[src/rtl/ufsf_pkg.sv]
// Shared types and constants of the union-find spanning forest core.
package ufsf_pkg;

    localparam int VERT_W = 12;
    localparam int CNT_W  = 13;
    localparam int RANK_W = 4;
    localparam int TOT_W  = 12;

    localparam logic [RANK_W-1:0] RANK_MAX    = 4'd15;
    localparam logic [TOT_W-1:0]  TOTAL_MAX   = 12'd4095;
    localparam logic [CNT_W-1:0]  COUNT_RESET = 13'd4096;

    localparam logic OP_EDGE  = 1'b0;
    localparam logic OP_CLEAR = 1'b1;

    typedef struct packed {
        logic              op;
        logic [VERT_W-1:0] vertex_a;
        logic [VERT_W-1:0] vertex_b;
        logic              bad;
    } item_t;

    typedef struct packed {
        logic [VERT_W-1:0] end_a;
        logic [VERT_W-1:0] end_b;
        logic              joined;
        logic              bad_vertex;
        logic [TOT_W-1:0]  tree_edges;
    } result_t;

endpackage

[src/rtl/ufsf_seq.sv]
// Sequencer: clear sweep, root walks, path compression and union by rank.
module ufsf_seq #(
    parameter int  MAX_VERTICES = 4096,
    localparam int AW = $clog2(MAX_VERTICES),
    localparam int DW = AW + ufsf_pkg::RANK_W
) (
    input  logic              aclk,
    input  logic              aresetn,
    input  logic              start,
    input  ufsf_pkg::item_t   item,
    output logic              ready,
    output logic              res_valid,
    input  logic              res_ready,
    output ufsf_pkg::result_t res,
    output logic              rd_en,
    output logic [AW-1:0]     rd_addr,
    input  logic [DW-1:0]     rd_data,
    output logic              wr_en,
    output logic [AW-1:0]     wr_addr,
    output logic [DW-1:0]     wr_data
);
    import ufsf_pkg::*;

    localparam logic [AW-1:0] LAST = AW'(MAX_VERTICES - 1);

    typedef enum logic [6:0] {
        ST_SWEEP = 7'b0000001,
        ST_IDLE  = 7'b0000010,
        ST_FIND  = 7'b0000100,
        ST_FIX   = 7'b0001000,
        ST_LINK  = 7'b0010000,
        ST_BUMP  = 7'b0100000,
        ST_DONE  = 7'b1000000
    } state_t;

    state_t              state_reg, state_next;
    logic [AW-1:0]       sweep_reg, sweep_next;
    logic                pend_reg, pend_next;
    logic                side_reg, side_next;
    logic [TOT_W-1:0]    total_reg, total_next;
    logic [AW-1:0]       cur_reg, cur_next;
    logic [AW-1:0]       root_reg, root_next;
    logic [AW-1:0]       root_a_reg, root_a_next;
    logic [AW-1:0]       root_b_reg, root_b_next;
    logic [RANK_W-1:0]   rank_a_reg, rank_a_next;
    logic [RANK_W-1:0]   rank_b_reg, rank_b_next;
    logic [VERT_W-1:0]   a_reg, a_next;
    logic [VERT_W-1:0]   b_reg, b_next;
    logic                op_reg, op_next;
    logic                bad_reg, bad_next;
    logic                joined_reg, joined_next;

    logic [AW-1:0]       rd_par;
    logic [RANK_W-1:0]   rd_rank;
    logic [AW-1:0]       va, vb, start_v;
    logic                swap;
    logic [AW-1:0]       hi_root, lo_root;
    logic [RANK_W-1:0]   hi_rank, lo_rank;
    logic                fin;
    logic [AW-1:0]       fin_root;

    assign rd_par  = rd_data[AW-1:0];
    assign rd_rank = rd_data[DW-1:AW];
    assign va      = AW'(a_reg);
    assign vb      = AW'(b_reg);
    assign start_v = side_reg ? vb : va;

    // lower rank goes under the higher; on a tie the root of vertex_a stays
    assign swap    = (rank_a_reg < rank_b_reg);
    assign hi_root = swap ? root_b_reg : root_a_reg;
    assign lo_root = swap ? root_a_reg : root_b_reg;
    assign hi_rank = swap ? rank_b_reg : rank_a_reg;
    assign lo_rank = swap ? rank_a_reg : rank_b_reg;

    always_comb begin
        state_next  = state_reg;
        sweep_next  = sweep_reg;
        pend_next   = pend_reg;
        side_next   = side_reg;
        total_next  = total_reg;
        cur_next    = cur_reg;
        root_next   = root_reg;
        root_a_next = root_a_reg;
        root_b_next = root_b_reg;
        rank_a_next = rank_a_reg;
        rank_b_next = rank_b_reg;
        a_next      = a_reg;
        b_next      = b_reg;
        op_next     = op_reg;
        bad_next    = bad_reg;
        joined_next = joined_reg;
        rd_en       = 1'b0;
        rd_addr     = cur_reg;
        wr_en       = 1'b0;
        wr_addr     = cur_reg;
        wr_data     = '0;
        fin         = 1'b0;
        fin_root    = cur_reg;

        case (state_reg)
            ST_SWEEP: begin
                wr_en      = 1'b1;
                wr_addr    = sweep_reg;
                wr_data    = {RANK_W'(0), sweep_reg};
                sweep_next = sweep_reg + AW'(1);
                if (sweep_reg == LAST) begin
                    sweep_next = '0;
                    pend_next  = 1'b0;
                    state_next = pend_reg ? ST_DONE : ST_IDLE;
                end
            end
            ST_IDLE: begin
                if (start) begin
                    a_next      = item.vertex_a;
                    b_next      = item.vertex_b;
                    op_next     = item.op;
                    bad_next    = 1'b0;
                    joined_next = 1'b0;
                    side_next   = 1'b0;
                    if (item.op == OP_CLEAR) begin
                        total_next = '0;
                        pend_next  = 1'b1;
                        state_next = ST_SWEEP;
                    end else if (item.bad) begin
                        bad_next   = 1'b1;
                        state_next = ST_DONE;
                    end else begin
                        cur_next   = AW'(item.vertex_a);
                        rd_en      = 1'b1;
                        rd_addr    = AW'(item.vertex_a);
                        state_next = ST_FIND;
                    end
                end
            end
            ST_FIND: begin
                if (rd_par == cur_reg) begin
                    if (side_reg) begin
                        rank_b_next = rd_rank;
                    end else begin
                        rank_a_next = rd_rank;
                    end
                    if (start_v == cur_reg) begin
                        fin      = 1'b1;
                        fin_root = cur_reg;
                    end else begin
                        root_next  = cur_reg;
                        cur_next   = start_v;
                        rd_en      = 1'b1;
                        rd_addr    = start_v;
                        state_next = ST_FIX;
                    end
                end else begin
                    cur_next = rd_par;
                    rd_en    = 1'b1;
                    rd_addr  = rd_par;
                end
            end
            ST_FIX: begin
                wr_en   = 1'b1;
                wr_addr = cur_reg;
                wr_data = {rd_rank, root_reg};
                if (rd_par == root_reg) begin
                    fin      = 1'b1;
                    fin_root = root_reg;
                end else begin
                    cur_next = rd_par;
                    rd_en    = 1'b1;
                    rd_addr  = rd_par;
                end
            end
            ST_LINK: begin
                wr_en       = 1'b1;
                wr_addr     = lo_root;
                wr_data     = {lo_rank, hi_root};
                joined_next = 1'b1;
                if (total_reg != TOTAL_MAX) begin
                    total_next = total_reg + TOT_W'(1);
                end
                if ((lo_rank == hi_rank) && (hi_rank != RANK_MAX)) begin
                    state_next = ST_BUMP;
                end else begin
                    state_next = ST_DONE;
                end
            end
            ST_BUMP: begin
                wr_en      = 1'b1;
                wr_addr    = hi_root;
                wr_data    = {hi_rank + RANK_W'(1), hi_root};
                state_next = ST_DONE;
            end
            ST_DONE: begin
                if (res_ready) begin
                    state_next = ST_IDLE;
                end
            end
            default: begin
                state_next = ST_IDLE;
            end
        endcase

        // root of one endpoint settled: start on vertex_b or decide the link
        if (fin) begin
            if (!side_reg) begin
                root_a_next = fin_root;
                side_next   = 1'b1;
                cur_next    = vb;
                rd_en       = 1'b1;
                rd_addr     = vb;
                state_next  = ST_FIND;
            end else begin
                root_b_next = fin_root;
                state_next  = (fin_root == root_a_reg) ? ST_DONE : ST_LINK;
            end
        end
    end

    always_ff @(posedge aclk) begin
        if (!aresetn) begin
            state_reg <= ST_SWEEP;
            sweep_reg <= '0;
            pend_reg  <= 1'b0;
            side_reg  <= 1'b0;
            total_reg <= '0;
        end else begin
            state_reg <= state_next;
            sweep_reg <= sweep_next;
            pend_reg  <= pend_next;
            side_reg  <= side_next;
            total_reg <= total_next;
        end
    end

    always_ff @(posedge aclk) begin
        cur_reg    <= cur_next;
        root_reg   <= root_next;
        root_a_reg <= root_a_next;
        root_b_reg <= root_b_next;
        rank_a_reg <= rank_a_next;
        rank_b_reg <= rank_b_next;
        a_reg      <= a_next;
        b_reg      <= b_next;
        op_reg     <= op_next;
        bad_reg    <= bad_next;
        joined_reg <= joined_next;
    end

    assign ready     = (state_reg == ST_IDLE);
    assign res_valid = (state_reg == ST_DONE);

    always_comb begin
        res            = '0;
        res.end_a      = (op_reg == OP_CLEAR) ? '0 : a_reg;
        res.end_b      = (op_reg == OP_CLEAR) ? '0 : b_reg;
        res.joined     = joined_reg;
        res.bad_vertex = bad_reg;
        res.tree_edges = total_reg;
    end

    a_bump_after_link: assert property (@(posedge aclk) disable iff (!aresetn)
        (state_reg == ST_BUMP) |-> ($past(state_reg) == ST_LINK))
        else $error("rank bump without a preceding link");

    a_fix_not_root: assert property (@(posedge aclk) disable iff (!aresetn)
        (state_reg == ST_FIX) |-> (cur_reg != root_reg))
        else $error("path compression rewrote the root");

    a_result_flags: assert property (@(posedge aclk) disable iff (!aresetn)
        res_valid |-> !(res.joined && res.bad_vertex))
        else $error("result both joined and bad");

    a_total_monotonic: assert property (@(posedge aclk) disable iff (!aresetn)
        ((state_reg != ST_SWEEP) && !(start && ready && (item.op == OP_CLEAR)))
        |=> (total_reg >= $past(total_reg)))
        else $error("tree edge count fell without a clear");

endmodule
[config.mk]
export PLATFORM = sky130hd
export DESIGN_NAME = ufsf_seq
export DESIGN_NICKNAME = d
export VERILOG_FILES = /design/src/rtl/ufsf_pkg.sv /design/src/rtl/ufsf_seq.sv
export SDC_FILE = /design/constraint.sdc
export NUM_CORES = 1
export LEC_CHECK = 0
export BUFFER_PORTS_ARGS = -buffer_cell sky130_fd_sc_hd__buf_2
export CELL_PAD_IN_SITES_DETAIL_PLACEMENT = 1
export CELL_PAD_IN_SITES_GLOBAL_PLACEMENT = 1
export CORE_UTILIZATION = 45
export CTS_BUF_LIST = sky130_fd_sc_hd__clkbuf_4 sky130_fd_sc_hd__clkbuf_8
export DETAILED_ROUTE_END_ITERATION = 8
export HOLD_SLACK_MARGIN = 0.12
export PLACE_DENSITY = 0.89
export SLEW_MARGIN = 20
export SYNTH_ARGS = -nofsm -noshare
export SYNTH_HDL_FRONTEND = slang
export SYNTH_SLANG_ARGS = --single-unit
export TNS_END_PERCENT = 30
[constraint.sdc]
create_clock -name aclk -period 7.7 [get_ports aclk]
set_input_delay 2.31 -clock aclk [delete_from_list [all_inputs] [get_ports aclk]]
set_output_delay 2.31 -clock aclk [all_outputs]
set_load 0.1 [all_outputs]
### Word-level counts from Yosys, hierarchy flattened

Index checks and enable logic that the tools add are counted.

| storage, ports and cells | value |
|---|---|
| register bits after elaboration | 116 |
| input port bits | 46 |
| output and inout port bits | 82 |
| word-level logic and storage cells | 124 |

| operators by class | value |
|---|---|
| bitwise logic cells | 2 |
| mux-type cells | 63 |
| reduce and logical (&&, ||, !) cells | 14 |
| equality and inequality tests | 25 |
| $lt $le $gt $ge | 1 |
| add/subtract/negate cells | 3 |

Operators by type and width:

| operator | number |
|---|---|
| 12-bit 2-to-1 mux | 19 |
| 7-bit 2-to-1 mux | 12 |
| 12-bit one-hot mux with 3 select lines | 2 |
| 16-bit one-hot mux with 4 select lines | 1 |
| 7-bit one-hot mux with 7 select lines | 1 |
| 12-bit == test | 4 |
| 12-bit by 1-bit adder with 12-bit output, second input constant | 2 |
| 12-bit one-hot mux with 2 select lines | 1 |
| 1-bit 2-to-1 mux | 21 |
| 12-bit == test, second input constant | 1 |
| 12-bit inequality test, second input constant | 1 |
| 2-bit inequality test, second input constant | 5 |
| 3-bit inequality test, second input constant | 3 |
| 3-bit AND reduction | 3 |
| 4-bit 2-to-1 mux | 2 |
| 2-bit AND reduction | 4 |
| 4-bit AND reduction | 2 |
| 7-bit by 1-bit == test with 1-bit output, second input constant | 1 |
| 7-bit by 2-bit == test with 1-bit output, second input constant | 1 |
| 7-bit by 3-bit == test with 1-bit output, second input constant | 1 |
| 7-bit by 4-bit == test with 1-bit output, second input constant | 1 |
| 7-bit by 5-bit == test with 1-bit output, second input constant | 1 |
| 7-bit by 6-bit == test with 1-bit output, second input constant | 1 |
| 7-bit == test, second input constant | 1 |
| other kinds (13) | 17 |

### Depth between registers and ports, before layout

| logic depth | value |
|---|---|
| depth after elaboration | 7 |
| gate-level depth with buffers | 12 |

### Least setup slack after synthesis

Ideal clock, no wire load.

| timing path | value |
|---|---|
| kind | in2out |
| start | input port item[0] in the netlist's numbering |
| end | output port rd_addr[10] |
| stages | 7 |
| setup slack | 120 ps |
| arrival | 5,270 ps |
| cell sequence | nor3b_1 > clkbuf_1 > mux2i_1 > nor2_1 > a21oi_1 > o211ai_1 > a2bb2oi_1 |

| between the ends | value |
|---|---|
| longest elaborated chain between the ends | 6 |

RTL lines:

| item | RTL line | RTL |
|---|---|---|
| start: declaration | ufsf_seq.sv:10 | `input ufsf_pkg::item_t item,` |
| 12-bit 2-to-1 mux * | ufsf_seq.sv:124 | `end else if (item.bad) begin` |
| 12-bit 2-to-1 mux * | ufsf_seq.sv:120 | `if (item.op == OP_CLEAR) begin` |
| 12-bit 2-to-1 mux * | ufsf_seq.sv:113 | `if (start) begin` |
| 12-bit one-hot mux with 3 select lines * | ufsf_seq.sv:100 | `case (state_reg)` |
| 12-bit 2-to-1 mux | ufsf_seq.sv:203 | `if (!side_reg) begin` |
| 12-bit 2-to-1 mux * | ufsf_seq.sv:202 | `if (fin) begin` |
| end: declaration | ufsf_seq.sv:16 | `output logic [AW-1:0] rd_addr,` |

Every way passes the cells marked *; elsewhere a longest branch is shown, timed or not.

### Final worst setup path

| timing path | value |
|---|---|
| start | input port rd_data[11] |
| end | output port rd_addr[10] |

| between the ends | value |
|---|---|
| longest elaborated chain between the ends | 5 |
| elaborated cells on any way between the ends | 10 |
| those cells by class | eq/ne: 2; mux: 8 |

RTL lines:

| item | RTL line | RTL |
|---|---|---|
| start: declaration | ufsf_seq.sv:17 | `input logic [DW-1:0] rd_data,` |
| 12-bit == test, on equally long branches | ufsf_seq.sv:162, ufsf_seq.sv:136 |  |
| 12-bit 2-to-1 mux, on equally long branches | ufsf_seq.sv:162, ufsf_seq.sv:136 |  |
| 12-bit one-hot mux with 3 select lines | ufsf_seq.sv:100 |  |
| 12-bit 2-to-1 mux | ufsf_seq.sv:203 |  |
| 12-bit 2-to-1 mux * | ufsf_seq.sv:202 |  |

Marks and branches as above.

==> results by group <==
Timing
  • Final setup vio count: 0
  • Skew final: 0.01303 ns
  • Final Cycle Share: 0.9387
  • Period minus WS final: 7.228 ns
  • Relative slew slack: 0.2387
  • Unrepaired setup endpoints after global routing: false
  • F_max: 138.4 MHz
  • Slack of the critical path: 0.4721 ns
  • Worst hold slack: 0.5216 ns
  • Fin. max-slew vios: 0
  • Setup TNS: 0 ns
  • Worst Max-Slew Pin Slew: 1.138 ns
  • Fin. Hold Viols: 0

Clock tree
  • Post-CTS setup buffer count: 0
  • Clk root buf: clkbuf_8
  • Clock-pin slew on the worst setup and hold paths: 0.08 ns
  • Post-CTS resize count: 0
  • CTS Buffer Depth: 2
  • Clk sinks: 116
  • Cts bufs inserted: 17
  • Clock Latency Late Sink: 0.45 ns
  • CTS tree: yes
  • H-tree depth: 4
  • Post-CTS Hold Buffers: 0

Final layout
  • Most frequent cells in the layout: buf_2 (116), edfxtp_1 (71), nand2_1 (66)
  • Final cell count without fillers: 1020
  • Area used by multi-input combinational logic: 3532 µm²
  • Fill count: 1660
  • Layout cells sized above 1: 0.2213
  • Most common cell after layout, fill and taps aside: buf_2
  • Register Area: 3033 µm²
  • Synth-to-Final Area Change: 19.72%
  • Nets: 878
  • Diodes inserted: 0

Critical path
  • WP data required: 5.39 ns
  • Worst setup EP type: output port
  • Most used cell, CP: buf_2
  • CP Class: in2out
  • Worst EP arrival: 4.92 ns
  • Crit-path cells: buf_2 -> xnor2_1 -> nand4_1 -> nor4_1 -> and4_1 -> o21ai_0 -> o211ai_1 -> a2bb2oi_1 -> buf_2
  • Critical path's largest stage delay: 0.61 ns
  • Critical Path Slowest Stage Cell: nor4_1
  • Peak fanout along the critical path: 10
  • Critical Path Source Type: input pin

Die
  • Die H: 125.3 µm
  • Die area: 15700 µm²
  • # IOs: 128
  • Row count: 44
  • Die width: 125.3 µm
  • Initial core utilization: 0.4654
  • Core area: 14700 µm²

Pwr
  • Tot Pwr: 2.913 mW
  • Switching share of power: 0.4995
  • P_leak: 3.278 nW
  • P_int: 1.458 mW
  • Clock power frac: 0.200
  • VDD IR max: 367.3 µV
  • Comb power frac: 0.494
  • Part of the power in registers: 0.306
  • PwrDens: 355.7 nW/µm²
  • Psw: 1.455 mW

Yosys
  • Syn Area/Cell: 9.621 µm²
  • Adder-Cell Fraction of Synth Area: 0.01646
  • Post-synth EDFFs: 71
  • Xor-xnor portion of the synthesized cell area: 0.09731
  • Synth cell types: 59
  • Post-synthesis compound-gate area fraction: 0.1674
  • Synth warn: 0
  • Seq/Total Area, Yosys: 0.4434
  • Mapped Area: 6840 µm²
  • FFs w/ async S/R, synth: 0
  • Post-Synthesis Cells: 711
  • Main combinational cell family by area after synthesis: simple AND/OR/NAND/NOR gates
  • Synth Register Bits: 116
  • Syn Nets: 766
  • Post-synthesis mux area share: 0.05396
  • Simple-gate share of the synthesized area: 0.1787
  • Synth Flop Type: edfxtp_1

Place
  • Dpl ws: 0.5502 ns
  • Dpl cells: 988
  • IO buf count: 127
  • DP HPWL: 17.60 mm
  • Final Wtd Congestion: 0.9254

Global route
  • Tot GR Track Use: 0.3080
  • Grt total ovfl: 0
  • Vias in the first global route: 6628
  • First-pass GRT wire length: 37.45 mm
  • Initial antenna violation count: 0
  • Largest net degree at the start of global routing: 31

Route
  • Initial DRT Pass Iterations: 9
  • Vias: 6429
  • DRT Wirelength: 23.74 mm
  • Via density: 6.303
  • Wire per inst: 23.28 µm
  • Number of DRC markers in iteration 0: 666
  • Post-route ant nets: 0
  • Residual DRC count: 4

Worst hold path
  • Type of the worst min-delay path: reg2reg

Outcome
  • Status: finished, violations left
  • Violated checks: design-rule violations

Flow run
  • Max-capacitance violation count: 0
-- critical path: cells and delay by family --
kind            cells  cell delay (ns)
simple gates        3             1.25
buf+inv             2             0.61
compound gates      3             0.54
xor+xnor            1             0.19
-- power by group through the flow --
stage                     Clock [mW]  Sequential [mW]  Combinational, mW
after detailed placement           0            0.897               1.42
final                          0.582            0.891               1.44
after global routing           0.607            0.896               1.49
after floorplan                    0            0.781               1.16
after CTS                      0.584            0.883               1.43
after global placement             0            0.892               1.40
-- per-stage QoR --
| step | utilization | instance area (µm²) |
|---|---|---|
| 6_report | 0.5571 | 8189 |
| 5_1_grt | 0.5571 | 8189 |
| 4_1_cts | 0.5571 | 8189 |
| 3_5_place_dp | 0.5300 | 7791 |
| 3_3_place_gp | 0.5300 | 7791 |
| 2_1_floorplan | - | 6840 |
-- routing by layer --
layer  vias up  wire, µm  track usage  share of wire
li1       2837         -            -              -
met1      3215     10090       0.4059           0.42
met2       332     11500       0.5123           0.48
met3        45      1693      0.06205          0.071
met4         0       466      0.09039          0.020
met5         -         0            0              0
-- area by class of cell --
class,count,share of cell area
Multi-Input combinational cell,522,0.4313
Sequential cell,116,0.3704
Timing Repair Buffer,140,0.1097
Clock buffer,18,0.02949
Tap cell,184,0.02811
Clock inverter,14,0.01910
Inverter,26,0.01192
-- cell families (layout without fill, tap and decap cells) --
logic type	count (synthesis)	in the layout
compound gates	158	158
flops	116	116
xor+xnor	76	76
fa+ha+maj	9	9
simple gates	243	243
buf+inv	73	198
mux	36	36
-- worst paths after layout --
| kind | slack, ns | end | from | depth (start not counted) |
|---|---|---|---|---|
| max reg2reg | 4.08 | state_reg[6]$_SDFFE_PN0P_ | side_reg$_SDFF_PN0_ | 7 |
| max | 0.47 | rd_addr[10] | rd_data[11] | 9 |
| min reg2reg | 0.52 | pend_reg$_SDFFE_PN0P_ | pend_reg$_SDFFE_PN0P_ | 2 |
| min | 0.52 | pend_reg$_SDFFE_PN0P_ | pend_reg$_SDFFE_PN0P_ | 2 |
-- synth_stat cells (4+ instances only) --
cell type	count	area, µm²
a21o_1	7	52.55
a21oi_1	32	160.2
a221o_1	32	320.3
a221oi_1	6	52.55
a22o_1	11	96.34
a22oi_1	5	37.54
and2_1	7	43.79
and3_1	5	31.28
and4_1	5	43.79
clkbuf_1	40	150.1
dfxtp_1	45	900.9
edfxtp_1	71	2132
ha_1	9	112.6
inv_1	25	93.84
mux2_2	7	78.83
mux2i_1	29	290.3
nand2_1	66	247.7
nand3_1	22	110.1
nand4_1	15	93.84
nand4b_1	4	35.03
nor2_1	62	232.7
nor2b_1	21	131.4
nor3_1	8	40.04
nor4_1	12	75.07
o211ai_1	8	60.06
o21ai_0	29	145.1
o22ai_1	4	25.02
o31ai_1	5	37.54
xnor2_1	44	385.4
xor2_1	32	280.3
Power figures use the tool's default switching activity.
